`config.mk`:
```
export PLATFORM = sky130hd
export DESIGN_NAME = event_decision_matrix_matcher
export DESIGN_NICKNAME = d
export VERILOG_FILES = /design/src/design/edmm_pkg.sv /design/src/design/edmm_cell.sv /design/src/design/event_decision_matrix_matcher.sv
export SDC_FILE = /design/constraint.sdc
export NUM_CORES = 1
export LEC_CHECK = 0
export ABC_AREA = 1
export BUFFER_PORTS_ARGS = -buffer_cell sky130_fd_sc_hd__buf_2
export CAP_MARGIN = 20
export CELL_PAD_IN_SITES_DETAIL_PLACEMENT = 1
export CELL_PAD_IN_SITES_GLOBAL_PLACEMENT = 1
export CORE_UTILIZATION = 52
export CTS_CLUSTER_DIAMETER = 40
export DETAILED_ROUTE_END_ITERATION = 6
export PLACE_DENSITY_LB_ADDON = 0.1
export SLEW_MARGIN = 20
export SYNTH_ARGS = -nofsm -noshare
export SYNTH_HDL_FRONTEND = slang
export SYNTH_SLANG_ARGS = --single-unit
```
`constraint.sdc`:
```
create_clock -name clk -period 13.27 [get_ports clk]
set_clock_uncertainty 0.1 [all_clocks]
set_input_delay 1.9905 -clock clk [delete_from_list [all_inputs] [get_ports clk]]
set_output_delay 1.9905 -clock clk [all_outputs]
set_load 0.01 [all_outputs]
```
`src/design/edmm_pkg.sv`:
```
`timescale 1ns / 1ps
// ----------------------------------------------------------------------------
// edmm_pkg
// Shared sizes, table byte layout, register indexes and types of the event
// decision matrix matcher.
// ----------------------------------------------------------------------------
package edmm_pkg;

	localparam int ROWS       = 8;
	localparam int ROW_BYTES  = 8;
	localparam int TABLE_SIZE = ROWS * ROW_BYTES;
	localparam int MAX_OUT    = 8;

	localparam int ADDR_W     = 6;
	localparam int BSEL_W     = 3;
	localparam int ROW_CNT_W  = $clog2(ROWS + 1);
	localparam int OUT_CNT_W  = $clog2(MAX_OUT + 1);
	localparam int CFG_IDX_W  = 2;

	// byte positions within one row
	localparam logic [BSEL_W-1:0] BYTE_ORIGIN = 3'd0;
	localparam logic [BSEL_W-1:0] BYTE_FLAGS  = 3'd1;
	localparam logic [BSEL_W-1:0] BYTE_CMASK  = 3'd2;
	localparam logic [BSEL_W-1:0] BYTE_CFILT  = 3'd3;
	localparam logic [BSEL_W-1:0] BYTE_TMASK  = 3'd4;
	localparam logic [BSEL_W-1:0] BYTE_TFILT  = 3'd5;
	localparam logic [BSEL_W-1:0] BYTE_ACTION = 3'd6;

	// flag byte bit positions
	localparam int FLAG_ENABLED = 7;
	localparam int FLAG_ORIGIN  = 6;
	localparam int FLAG_ZONE    = 4;
	localparam int FLAG_SUBZONE = 3;
	localparam int FLAG_MASK_B8 = 1;
	localparam int FLAG_FILT_B8 = 0;

	localparam logic [8:0] PROTOCOL_CLASS = 9'd0;

	// configuration register indexes
	localparam logic [CFG_IDX_W-1:0] REG_NODE_ZONE    = 2'd0;
	localparam logic [CFG_IDX_W-1:0] REG_NODE_SUBZONE = 2'd1;
	localparam logic [CFG_IDX_W-1:0] REG_ACT_ONE      = 2'd2;
	localparam logic [CFG_IDX_W-1:0] REG_ACT_TWO      = 2'd3;

	localparam logic [7:0] ACT_ONE_RESET = 8'd1;
	localparam logic [7:0] ACT_TWO_RESET = 8'd2;

	// operations
	localparam logic OP_WRITE = 1'b0;
	localparam logic OP_EVENT = 1'b1;

	// action select codes
	localparam logic [1:0] ACT_NONE = 2'd0;
	localparam logic [1:0] ACT_ONE  = 2'd1;
	localparam logic [1:0] ACT_TWO  = 2'd2;

	typedef struct packed {
		logic [8:0] ev_class;
		logic [7:0] ev_type;
		logic [7:0] origin;
		logic [7:0] zone;
		logic [7:0] subzone;
	} event_t;

	typedef struct packed {
		logic [7:0] node_zone;
		logic [7:0] node_subzone;
		logic [7:0] act_one;
		logic [7:0] act_two;
	} cfg_t;

	typedef struct packed {
		logic       hit;
		logic [1:0] act;
	} hit_t;

endpackage

```
`src/design/edmm_cell.sv`:
```
`timescale 1ns / 1ps
// ----------------------------------------------------------------------------
// edmm_cell
// One table row: holds its eight bytes, checks the held event against them
// while the walk token sits here, and hands the token to the next cell.
// ----------------------------------------------------------------------------
module edmm_cell (
	input  logic                        clk,
	input  logic                        arst_n,
	input  logic                        wr_en,
	input  logic [edmm_pkg::BSEL_W-1:0] wr_sel,
	input  logic [7:0]                  wr_data,
	input  edmm_pkg::event_t            ev,
	input  edmm_pkg::cfg_t              cfg,
	input  logic                        shift,
	input  logic                        tok_in,
	output logic                        tok_q,
	output edmm_pkg::hit_t              hit
);

	logic [7:0] row_q [edmm_pkg::ROW_BYTES];
	logic [7:0] flags;
	logic [8:0] cmask;
	logic [8:0] cfilt;
	logic       match;
	logic [1:0] act;

	always_ff @(posedge clk or negedge arst_n) begin
		if (!arst_n) begin
			for (int b = 0; b < edmm_pkg::ROW_BYTES; b++) begin
				row_q[b] <= 8'd0;
			end
		end else if (wr_en) begin
			row_q[wr_sel] <= wr_data;
		end
	end

	always_ff @(posedge clk or negedge arst_n) begin
		if (!arst_n) begin
			tok_q <= 1'b0;
		end else if (shift) begin
			tok_q <= tok_in;
		end
	end

	always_comb begin
		flags = row_q[edmm_pkg::BYTE_FLAGS];
		cmask = {flags[edmm_pkg::FLAG_MASK_B8], row_q[edmm_pkg::BYTE_CMASK]};
		cfilt = {flags[edmm_pkg::FLAG_FILT_B8], row_q[edmm_pkg::BYTE_CFILT]};
		match = flags[edmm_pkg::FLAG_ENABLED]
			&& (ev.ev_class != edmm_pkg::PROTOCOL_CLASS)
			&& (!flags[edmm_pkg::FLAG_ORIGIN] || (ev.origin == row_q[edmm_pkg::BYTE_ORIGIN]))
			&& (!flags[edmm_pkg::FLAG_ZONE] || (ev.zone == cfg.node_zone))
			&& (!flags[edmm_pkg::FLAG_SUBZONE] || (ev.subzone == cfg.node_subzone))
			&& (((cfilt ^ ev.ev_class) & cmask) == 9'd0)
			&& (((row_q[edmm_pkg::BYTE_TFILT] ^ ev.ev_type)
				& row_q[edmm_pkg::BYTE_TMASK]) == 8'd0);
		// first code wins when both codes are equal
		if (row_q[edmm_pkg::BYTE_ACTION] == cfg.act_one) begin
			act = edmm_pkg::ACT_ONE;
		end else if (row_q[edmm_pkg::BYTE_ACTION] == cfg.act_two) begin
			act = edmm_pkg::ACT_TWO;
		end else begin
			act = edmm_pkg::ACT_NONE;
		end
		hit.hit = tok_q && match && (act != edmm_pkg::ACT_NONE);
		hit.act = hit.hit ? act : edmm_pkg::ACT_NONE;
	end

endmodule

```
`src/design/event_decision_matrix_matcher.sv`:
```
`timescale 1ns / 1ps
// ----------------------------------------------------------------------------
// event_decision_matrix_matcher
// Decision table matcher: a row of table cells walked by a token, one row
// per cycle, with a pending-result stage and an output register.
// ----------------------------------------------------------------------------
// A table write returns one result with the byte read back. An event
// runs from transfer to the next free input slot in order: a start, then
// the match token steps from cell to cell through each table row, then a
// close with the final result. Only a stalled output can hold the walk or
// the close. Each matching row with a known action gives one result, the
// last one flagged; an event with no such row gives a single empty result.
// Configuration is written through cfg_write/cfg_index/cfg_data; the user
// must write it only while the block is idle, which is not enforced.
// ----------------------------------------------------------------------------
module event_decision_matrix_matcher (
	input  logic                           clk,
	input  logic                           arst_n,
	input  logic                           cfg_write,
	input  logic [edmm_pkg::CFG_IDX_W-1:0] cfg_index,
	input  logic [7:0]                     cfg_data,
	input  logic                           in_valid,
	output logic                           in_ready,
	input  logic                           operation,
	input  logic [edmm_pkg::ADDR_W-1:0]    table_address,
	input  logic [7:0]                     write_data,
	input  logic [8:0]                     event_class,
	input  logic [7:0]                     event_type,
	input  logic [7:0]                     origin_address,
	input  logic [7:0]                     event_zone,
	input  logic [7:0]                     event_subzone,
	output logic                           out_valid,
	input  logic                           out_ready,
	output logic [2:0]                     row_index,
	output logic [1:0]                     action_select,
	output logic [7:0]                     readback_data,
	output logic                           last_result
);

	typedef enum logic [2:0] {
		ST_IDLE  = 3'b001,
		ST_WALK  = 3'b010,
		ST_FINAL = 3'b100
	} state_t;

	state_t                             st_q;
	edmm_pkg::cfg_t                     cfg_q;
	edmm_pkg::event_t                   ev_q;
	logic [edmm_pkg::ROWS-1:0]          tok;
	logic [edmm_pkg::ROWS-1:0]          tok_in;
	edmm_pkg::hit_t                     hit [edmm_pkg::ROWS];
	logic                               sel_hit;
	logic [1:0]                         sel_act;
	logic [edmm_pkg::ROW_CNT_W-1:0]     r_q;
	logic [edmm_pkg::ROW_CNT_W+2:0]     r_ext;
	logic [edmm_pkg::OUT_CNT_W-1:0]     cnt_q;
	logic                               pend_v_q;
	logic [2:0]                         pend_row_q;
	logic [1:0]                         pend_act_q;
	logic                               out_valid_q;
	logic [2:0]                         row_index_q;
	logic [1:0]                         action_select_q;
	logic [7:0]                         readback_data_q;
	logic                               last_result_q;
	logic                               out_free;
	logic                               acc;
	logic                               wr_fire;
	logic                               start;
	logic                               in_range;
	logic [edmm_pkg::ROW_CNT_W-1:0]     wr_row;
	logic                               hit_eff;
	logic                               advance;
	logic                               shift;
	logic                               walk_done;
	logic                               final_fire;
	logic                               push_pend;

	assign out_free   = !out_valid_q || out_ready;
	assign in_ready   = (st_q == ST_IDLE) && out_free;
	assign acc        = in_valid && in_ready;
	assign wr_fire    = acc && (operation == edmm_pkg::OP_WRITE);
	assign start      = acc && (operation == edmm_pkg::OP_EVENT);
	assign in_range   = 32'(table_address) < 32'(edmm_pkg::TABLE_SIZE);
	assign wr_row     = edmm_pkg::ROW_CNT_W'(table_address[edmm_pkg::ADDR_W-1:edmm_pkg::BSEL_W]);
	assign hit_eff    = sel_hit && (cnt_q < edmm_pkg::OUT_CNT_W'(edmm_pkg::MAX_OUT));
	assign advance    = (st_q == ST_WALK) && (!hit_eff || !pend_v_q || out_free);
	assign shift      = start || advance;
	assign walk_done  = advance && tok[edmm_pkg::ROWS-1];
	assign final_fire = (st_q == ST_FINAL) && out_free;
	assign push_pend  = advance && hit_eff && pend_v_q;
	assign r_ext      = {3'b000, r_q};

	// configuration registers
	always_ff @(posedge clk or negedge arst_n) begin
		if (!arst_n) begin
			cfg_q.node_zone    <= 8'd0;
			cfg_q.node_subzone <= 8'd0;
			cfg_q.act_one      <= edmm_pkg::ACT_ONE_RESET;
			cfg_q.act_two      <= edmm_pkg::ACT_TWO_RESET;
		end else if (cfg_write) begin
			unique case (cfg_index)
				edmm_pkg::REG_NODE_ZONE:    cfg_q.node_zone    <= cfg_data;
				edmm_pkg::REG_NODE_SUBZONE: cfg_q.node_subzone <= cfg_data;
				edmm_pkg::REG_ACT_ONE:      cfg_q.act_one      <= cfg_data;
				edmm_pkg::REG_ACT_TWO:      cfg_q.act_two      <= cfg_data;
				default: ;
			endcase
		end
	end

	// hold the event for the whole walk
	always_ff @(posedge clk) begin
		if (start) begin
			ev_q.ev_class <= event_class;
			ev_q.ev_type  <= event_type;
			ev_q.origin   <= origin_address;
			ev_q.zone     <= event_zone;
			ev_q.subzone  <= event_subzone;
		end
	end

	for (genvar i = 0; i < edmm_pkg::ROWS; i++) begin : g_cell
		if (i == 0) begin : g_head
			assign tok_in[i] = start;
		end else begin : g_link
			assign tok_in[i] = tok[i-1];
		end

		edmm_cell u_cell (
			.clk     (clk),
			.arst_n  (arst_n),
			.wr_en   (wr_fire && in_range && (wr_row == edmm_pkg::ROW_CNT_W'(i))),
			.wr_sel  (table_address[edmm_pkg::BSEL_W-1:0]),
			.wr_data (write_data),
			.ev      (ev_q),
			.cfg     (cfg_q),
			.shift   (shift),
			.tok_in  (tok_in[i]),
			.tok_q   (tok[i]),
			.hit     (hit[i])
		);
	end

	// only the token cell reports, so a plain OR picks its answer
	always_comb begin
		sel_hit = 1'b0;
		sel_act = edmm_pkg::ACT_NONE;
		for (int i = 0; i < edmm_pkg::ROWS; i++) begin
			sel_hit = sel_hit | hit[i].hit;
			sel_act = sel_act | hit[i].act;
		end
	end

	// control
	always_ff @(posedge clk or negedge arst_n) begin
		if (!arst_n) begin
			st_q        <= ST_IDLE;
			r_q         <= '0;
			cnt_q       <= '0;
			pend_v_q    <= 1'b0;
			out_valid_q <= 1'b0;
		end else begin
			unique case (st_q)
				ST_IDLE: begin
					if (start) begin
						st_q  <= ST_WALK;
						r_q   <= '0;
						cnt_q <= '0;
					end
				end
				ST_WALK: begin
					if (advance) begin
						r_q <= r_q + 1'b1;
						if (hit_eff) begin
							pend_v_q <= 1'b1;
							cnt_q    <= cnt_q + 1'b1;
						end
					end
					if (walk_done) begin
						st_q <= ST_FINAL;
					end
				end
				ST_FINAL: begin
					if (final_fire) begin
						st_q     <= ST_IDLE;
						pend_v_q <= 1'b0;
					end
				end
				default: st_q <= ST_IDLE;
			endcase

			if (wr_fire || push_pend || final_fire) begin
				out_valid_q <= 1'b1;
			end else if (out_ready) begin
				out_valid_q <= 1'b0;
			end
		end
	end

	// pending result and output payload
	always_ff @(posedge clk) begin
		if (advance && hit_eff) begin
			pend_row_q <= r_ext[2:0];
			pend_act_q <= sel_act;
		end

		if (wr_fire) begin
			row_index_q     <= 3'd0;
			action_select_q <= edmm_pkg::ACT_NONE;
			readback_data_q <= in_range ? write_data : ~write_data;
			last_result_q   <= 1'b1;
		end else if (final_fire) begin
			row_index_q     <= pend_v_q ? pend_row_q : 3'd0;
			action_select_q <= pend_v_q ? pend_act_q : edmm_pkg::ACT_NONE;
			readback_data_q <= 8'd0;
			last_result_q   <= 1'b1;
		end else if (push_pend) begin
			// a newer match exists, so the held one is not the last
			row_index_q     <= pend_row_q;
			action_select_q <= pend_act_q;
			readback_data_q <= 8'd0;
			last_result_q   <= 1'b0;
		end
	end

	assign out_valid     = out_valid_q;
	assign row_index     = row_index_q;
	assign action_select = action_select_q;
	assign readback_data = readback_data_q;
	assign last_result   = last_result_q;

	a_tok_onehot0: assert property (@(posedge clk) disable iff (!arst_n)
		$onehot0(tok))
		else $error("more than one walk token");

	a_walk_tok: assert property (@(posedge clk) disable iff (!arst_n)
		(st_q == ST_WALK) |-> $onehot(tok))
		else $error("walk without exactly one token");

	a_cnt_max: assert property (@(posedge clk) disable iff (!arst_n)
		cnt_q <= edmm_pkg::OUT_CNT_W'(edmm_pkg::MAX_OUT))
		else $error("result count beyond limit");

	a_pend_idle: assert property (@(posedge clk) disable iff (!arst_n)
		pend_v_q |-> (st_q != ST_IDLE))
		else $error("pending result left over in idle");

	a_start_walk: assert property (@(posedge clk) disable iff (!arst_n)
		start |=> ((st_q == ST_WALK) && tok[0]))
		else $error("event start did not seed the first cell");

endmodule

```
# Word-level counts from Yosys, hierarchy flattened
# Index checks and enable logic that the tools add are counted.
# word_totals
elab_cells,429
input_bits,71
out_inout_bits,16
reg_bits,625
# classes
reduce_logical,181
mux,59
n_addsub,2
n_eq_ne,44
n_bitwise,48
order_cmp,3
# ops
op,n
64-bit bitwise mux,8
8-bit equality test,26
1-bit logical AND,83
9-bit bitwise AND,8
9-bit zero test,8
9-bit bitwise XOR,8
8-bit bitwise AND,8
8-bit zero test,8
8-bit bitwise XOR,8
2-bit two-way mux,27
8-bit two-way mux,4
1-bit logical OR,30
1-bit zero test,27
8-bit demux with 3-bit select,1
2-bit nonzero test,12
3-bit two-way mux,6
4-bit two-way mux,4
4-bit one-hot mux with 2 select lines,2
"3-bit equality test, second input constant",5
2-bit OR,7
"3-bit by 2-bit equality test with 1-bit output, second input constant",3
3-bit one-hot mux with 3 select lines,1
9-bit nonzero test,1
"4-bit by 1-bit adder with 4-bit output, second input constant",2
20 further kinds,40

# Longest topological paths before layout
# Gate-level depths: netlist of run 1.
# logic_depth
depth_word,26
depth_mapped,20
mapped_depth_nobuf,19

# Cells and area by module
# Synthesis of run 1 repeated with hierarchy kept, for this count alone.
# unflattened
cells_unflattened,3726
hier_area_um2,28464.8
# modules_own_cells
module,cells_per_inst,seq_area_each_um2,area_each_um2,instances
edmm_cell,423,1376.3,3061.7,8
event_decision_matrix_matcher,342,2846.5,3971.3,1

# Worst setup path before layout of run 1
# OpenSTA, ideal clock, no wires.
# synth_timing
kind,in2reg
from,in out_ready
to,reg r_q[2] (netlist name)
t_required_ns,13.104
stages,9
setup_ns,0.066
setup_slack_ns,7.691
path_buffers,1
arrival_time_ns,5.413
path_cell_list,nor2_1 nor2_2 nand2_1 nor2_1 clkinv_1 nand2_2 buf_6 nand3_1 nand2_1
# synth_via
elab_chain_len,6
elab_cells_between_ends,9
classes_between,2 x eq/ne; 7 x reduce/logical
# synth_lines
element,line,source
from (decl),event_decision_matrix_matcher.sv:33,"input logic out_ready,"
1-bit logical OR,event_decision_matrix_matcher.sv:78,assign out_free = !out_valid_q || out_ready;
1-bit logical AND,event_decision_matrix_matcher.sv:79,assign in_ready = (st_q == ST_IDLE) && out_free;
net in_ready,event_decision_matrix_matcher.sv:23,"output logic in_ready,"
1-bit logical AND,event_decision_matrix_matcher.sv:80,assign acc = in_valid && in_ready;
1-bit logical AND,event_decision_matrix_matcher.sv:82,assign start = acc && (operation == edmm_pkg::OP_EVENT);
net g_cell[0].u_cell.tok_in,edmm_cell.sv:16,"input logic tok_in,"
2-bit by 1-bit != test with 1-bit output (no source line),--,
3-bit AND reduction (no source line),--,
to (signal assigned),event_decision_matrix_matcher.sv:173,r_q <= r_q + 1'b1;
to (decl),event_decision_matrix_matcher.sv:54,logic [edmm_pkg::ROW_CNT_W-1:0] r_q;
# The timed path passes the listed nets, and every way through them passes these cells.
# A chain may end at the register's enable or synchronous reset.

# Worst setup path in the final report of run 1
# layout_timing
from,in out_ready
to,out in_ready
# layout_via
elab_chain_len,2
# layout_lines
element,line
1-bit logical OR,event_decision_matrix_matcher.sv:78
1-bit logical AND,event_decision_matrix_matcher.sv:79
to (decl),event_decision_matrix_matcher.sv:23
# Every way passes these cells.

==> flow_summary.toml, run 1 <==
[worst_setup_path]
required_ns = 11.18
worstPathArrival_ns = 2.50
critPathLaunchType = "primary input"
cp_slowest_cell = "nor2_1"
crit_chain = "buf_2 > nor2_1 > nor2_2 > buf_2"
end_kind = "output port"
r2r-end = "pend_row_q[2]"
reg2reg_slack_ns = 9.60
r2r-start = "ev_q[37]"
path_max_fanout = 3
r2r_cells = 13
crit_path_frequent_cell = "buf_2"
cpPeakStageDelay_ns = 0.20
crit_type = "in2out"

[clocking]
cts_resized = 0
cts.sinks = 544
path_clk_slew_ns = 0.06
cts_setup_buffers = 0
cts_tree = "built"
cts-buffers-inserted = 86
insertion_delay_ns = 0.64
cts_max_level = 3
clockRootBuffer = "clkbuf_16"
cts_hold_buf = 0
cts_buffer_depth = 3

[yosys]
synth_edf_count = 54
synth-warning-count = 0
synthArstFlopShare_pct = 88.97
syn_area_per_cell_um2 = 8.558
synthesis.area_um2 = 26050
ys_seq_area_share_pct = 53.19
syn_nets = 3117
ys_ff_latch = 544
synthFlopType = "dfrtp_1"
syn_inst = 3044
ys_types = 45

[timing]
setup_violations = 0
worst_pin_slew_ns = 1.092
clock.fmax_mhz = 217.6
slew_headroom_pct = 26.81
period_share_pct = 34.63
period_needed_ns = 4.595
drv_slew = 0
finalHoldViolCount = 0
rsz0062_at_grt = "no"
tns_ns = 0
holdWs_ns = 0.3617

[floorplanning]
die_x_um = 225.8
die_h_um = 225.8
row_count = 81
die-area_um2 = 51000
core_area_um2 = 49150
ios = 87
start_util_pct = 53.00

[power_and_ir_drop]
power_mw = 5.241
p_leak_nw = 14.19
cellPowerDensity_nw_per_um2 = 175.9
vdd_ir_drop_max_uv = 107.5

[min_path]
hold_path_startpoint = "last_result"
hold_depth = 2
holdPathEnd = "last_result"
min_path_type = "reg2reg"

[grt]
grt_max_degree = 162
antenna_found_initial = 0
grt_pass1_wl_mm = 136.3
grt_pass1_vias = 23839
gr-total-overflow = 0
track_usage_pct = 35.45

[job]
maxCapViolCount = 0

[final_layout]
syn2layout_area_growth_pct = 14.37
drive_above_1_share_pct = 13.46
nets = 3157

[status]
status = "complete, no violations"

[routing]
post_drt_wl_per_cell_um = 22.88
routed_wirelength_mm = 87.43
via_per_inst = 5.829
drc_errors = 0
vias = 22277
drtIter0Drc = 1747
drt-pass1-iter-count = 6
antenna_left = 0

[place]
io_buffers = 86
dp_hpwl_mm = 53.57
finalWeightedCongestion = 0.8982
-- power breakdown --
part	switching, mW	leakage, nW	internal [mW]	total [mW]
Sequential	0.227	7.16	1.88	2.11
Combinational	0.455	5.53	0.273	0.728
Clock	0.865	1.49	1.54	2.40
-- final cells by class --
type,count,area (um2)
Antenna cell,1,2.502
Clock buffer,109,2414
Clock inverter,52,681.9
Fill cell,5740,19360
Inverter,111,416.7
Multi-Input combinational cell,2237,11000
Sequential cell,544,13860
Tap cell,664,830.8
Timing Repair Buffer,104,588.1
-- synth_stat cells, types with 23 or more instances --
| library cell | instances | area [um2] |
|---|---|---|
| nand2_1 | 978 | 3671 |
| o21ai_1 | 226 | 1131 |
| buf_2 | 49 | 245.2 |
| edfxtp_1 | 54 | 1622 |
| dfrtp_1 | 481 | 12040 |
| inv_1 | 103 | 386.6 |
| nand2_2 | 23 | 143.9 |
| xnor2_1 | 70 | 613.1 |
| clkbuf_1 | 79 | 296.5 |
| a21oi_1 | 24 | 120.1 |
| o21ai_0 | 230 | 1151 |
| or2_2 | 80 | 500.5 |
| xor2_1 | 120 | 1051 |
| nand4_1 | 43 | 269.0 |
| nor2_1 | 180 | 675.7 |
| nand3_1 | 159 | 795.8 |
-- cells in the final DEF (no fill, tap or decap), drive strengths merged, types with 10 or more instances in the layout --
| cell | n |
|---|---|
| a21oi | 27 |
| buf | 104 |
| bufinv | 12 |
| clkbuf | 109 |
| clkinv | 17 |
| clkinvlp | 10 |
| dfrtp | 481 |
| edfxtp | 54 |
| inv | 124 |
| nand2 | 1008 |
| nand3 | 163 |
| nand4 | 43 |
| nor2 | 192 |
| nor3 | 10 |
| o21ai | 470 |
| or2 | 103 |
| xnor2 | 70 |
| xor2 | 120 |
-- flip-flops by register name, indices dropped and copies added, names as in the netlist --
signal	count
pend_act_q	2
row_index	3
action_select	2
pend_row_q	3
g_cell.u_cell.cmask	64
st_q	3
r_q	3
g_cell.u_cell.cfilt	64
pend_v_q	1
g_cell.u_cell.row_q	256
ev_q	41
g_cell.u_cell.flags	48
out_valid	1
last_result	1
readback_data	8
cnt_q	4
g_cell.u_cell.tok_q	8
cfg_q	32
-- metal layers --
layer | vias to the layer above | global-route usage [%] | wire length [um]
met5 | - | 0 | 0
met1 | 11387 | 45.96 | 36780
met4 | 0 | 15.38 | 3235
met2 | 706 | 58.53 | 41800
met3 | 211 | 5.985 | 5626
li1 | 9973 | - | -
-- how the worst max path moves through the flow --
stage / startpoint / endpoint / slack (ns)
after CTS: out_ready / in_ready / 8.67
after global placement: out_ready / in_ready / 8.68
final: out_ready / in_ready / 8.68
after floorplan: out_ready / r_q[2] / 7.69
after detailed placement: arst_n / g_cell[0].u_cell.row_q[27] / 8.65
after global routing: out_ready / in_ready / 8.63
-- cell families after synthesis --
family                   Yosys count  synth area share, %
flip-flops                       544                53.19
buffers and inverters            263                4.601
XOR/XNOR                         190                6.388
adder cells (fa/ha/maj)            2              0.09604
AO/OA/AOI/OAI                    509                10.13
AND/OR/NAND/NOR                 1536                25.59
-- through the flow --
stage	std cells	worst slack, ns	cell area, um2	util (%)
after global placement	3660	8.675	26700	54.31
after detailed placement	3660	8.647	26700	54.31
after floorplan	3044	7.691	26050	-
after global routing	3821	8.629	29790	60.61
after CTS	3821	8.670	29790	60.61
final	3822	8.675	29790	60.61
-- critical path: cells and delay by family --
kind | cells | cell delay [ns]
buffers and inverters | 2 | 0.24
and+or+nand+nor | 2 | 0.28
Power figures use the tool's default switching activity.
==> run 2, diff against run 1 <==
--- a/config.mk
+++ b/config.mk
@@ -10,7 +10,7 @@
 export CAP_MARGIN = 20
 export CELL_PAD_IN_SITES_DETAIL_PLACEMENT = 1
 export CELL_PAD_IN_SITES_GLOBAL_PLACEMENT = 1
-export CORE_UTILIZATION = 52
+export CORE_UTILIZATION = 48
 export CTS_CLUSTER_DIAMETER = 40
 export DETAILED_ROUTE_END_ITERATION = 6
 export PLACE_DENSITY_LB_ADDON = 0.1
==> constraint.sdc (replaced) <==
create_clock -name clk -period 4.77 [get_ports clk]
set_clock_uncertainty 0.1 [all_clocks]
set_input_delay 0.7155 -clock clk [delete_from_list [all_inputs] [get_ports clk]]
set_output_delay 0.7155 -clock clk [all_outputs]
set_load 0.01 [all_outputs]
==> run 2 against run 1 <==
  * Critical path depth is 9 higher
  * Critical path type is now reg2reg
  * Final cell count grew 0.92%
  * Worst hold slack got worse by 0.35 ns
  * Core utilization down 5.0 points
==> flow_summary.toml, run 2 (synthesized netlist as in run 1, its figures left out) <==
[status]
status = "complete, no violations"

[grt]
grt_pass1_wl_mm = 135.4
gr-total-overflow = 0
antenna_found_initial = 1
grt_pass1_vias = 23200
track_usage_pct = 31.70
grt_max_degree = 97

[final_layout]
nets = 3159
largest_reg_flops = 256
antenna_cells = 0
top_register = "g_cell.u_cell.row_q"
final_cell_mix = "nand2_1, dfrtp_1, o21ai_0"
final_common_cell = "nand2_1"
fillCellCount = 6245
multi_input_area_um2 = 11000
drive_above_1_share_pct = 13.38
fin_area_um2 = 29860
ff_latch_area_um2 = 13860
syn2layout_area_growth_pct = 14.61

[clocking]
cts_tree = "built"
cts_max_level = 3
cts_buffer_depth = 3
cts.sinks = 544
insertion_delay_ns = 0.63
cts-buffers-inserted = 90
cts_resized = 0
path_clk_slew_ns = 0.06
cts_setup_buffers = 0
clockRootBuffer = "clkbuf_16"
cts_hold_buf = 0

[place]
finalWeightedCongestion = 0.8996
placed_cell_area_um2 = 26750
dp_hpwl_mm = 56.81
io_buffers = 86

[floorplanning]
die_h_um = 235.0
row_count = 85
die-area_um2 = 55210
ios = 87
start_util_pct = 48.51
die_x_um = 235.0
core_area_um2 = 53710

[worst_setup_path]
path_max_fanout = 16
worstPathArrival_ns = 3.57
critPathLaunchType = "flip-flop"
required_ns = 4.94
end_kind = "flip-flop"
crit_type = "reg2reg"

[timing]
tns_ns = 0
clock.fmax_mhz = 294.5
slew_headroom_pct = 27.16
worst_pin_slew_ns = 1.087
period_needed_ns = 3.396
finalHoldViolCount = 0
period_share_pct = 71.19
rsz0062_at_grt = "no"
setup_violations = 0
drv_slew = 0

[power_and_ir_drop]
p_leak_nw = 14.19
vdd_ir_drop_max_uv = 315.5
cellPowerDensity_nw_per_um2 = 485.0

[routing]
antenna_left = 0
drc_errors = 0
via_per_inst = 5.683
vias = 21919
drt-pass1-iter-count = 6
routed_wirelength_mm = 85.48
post_drt_wl_per_cell_um = 22.16
drtIter0Drc = 1706

[min_path]
min_path_type = "in2async"

[job]
maxCapViolCount = 0
[run 2: worst max-delay path, stage by stage (launching register included)]
cell	delay [ns]
dfrtp_1	0.39
xnor2_1	0.16
nand2_1	0.08
nor2_1	0.13
nand2_1	0.57
a21oi_1	0.47
nand3_1	0.12
nand2_1	0.09
nor2_1	0.08
nand2_2	0.11
nand2_1	0.10
nor2_4	0.13
nand3_4	0.15
nand3_1	0.34
[run 2: stage by stage]
step                hold slack, ns  power, mW  cells  worst slack [ns]  util, %
floorplan                   0.3199      7.086   3044            0.4662        -
global placement            0.3346      7.716   3689             1.541    49.81
detailed placement          0.3663      7.874   3689             1.436    49.81
CTS                        0.07488      14.55   3856             1.409    55.58
global route               0.08725      15.07   3857             1.200    55.59
finish                     0.01556      14.48   3857             1.374    55.59
[run 2: worst paths after layout]
kind / start / to / slack, ns / depth (start not counted)
worst max-delay path: cfg_q[21] / readback_data[7] / 1.37 / 13
worst min-delay path: arst_n / cfg_q[22] / 0.02 / 1
worst max register to register: cfg_q[21] / readback_data[7] / 1.37 / 13
worst min register to register: action_select[0] / action_select[0] / 0.37 / 2
max in group asynchronous: arst_n / g_cell[3].u_cell.cmask[7] / 3.41 / 2
min in group clk: event_class[1] / ev_q[33] / 0.16 / 1
[run 2: area by class of cell]
| class | instances | area share [%] |
|---|---|---|
| Tap cell | 696 | 2.917 |
| Inverter | 111 | 1.395 |
| Clock buffer | 117 | 8.582 |
| Multi-Input combinational cell | 2237 | 36.85 |
| Timing Repair Buffer | 102 | 2.045 |
| Clock inverter | 50 | 1.798 |
| Sequential cell | 544 | 46.41 |
[run 2: metal layers]
layer | track usage [%] | vias up | part of all wire, %
met4 | 9.370 | 2 | 2.2
met1 | 43.45 | 11203 | 44
met5 | 0 | - | 0.015
li1 | - | 9980 | -
met2 | 52.38 | 612 | 48
met3 | 4.488 | 122 | 5.7
[run 2: power by group]
group / internal (mW) / leakage, nW / switching, mW
logic: 0.761 / 5.53 / 1.22
clock network: 4.25 / 1.49 / 2.40
registers: 5.23 / 7.16 / 0.622
total: 10.2 / 14.2 / 4.24
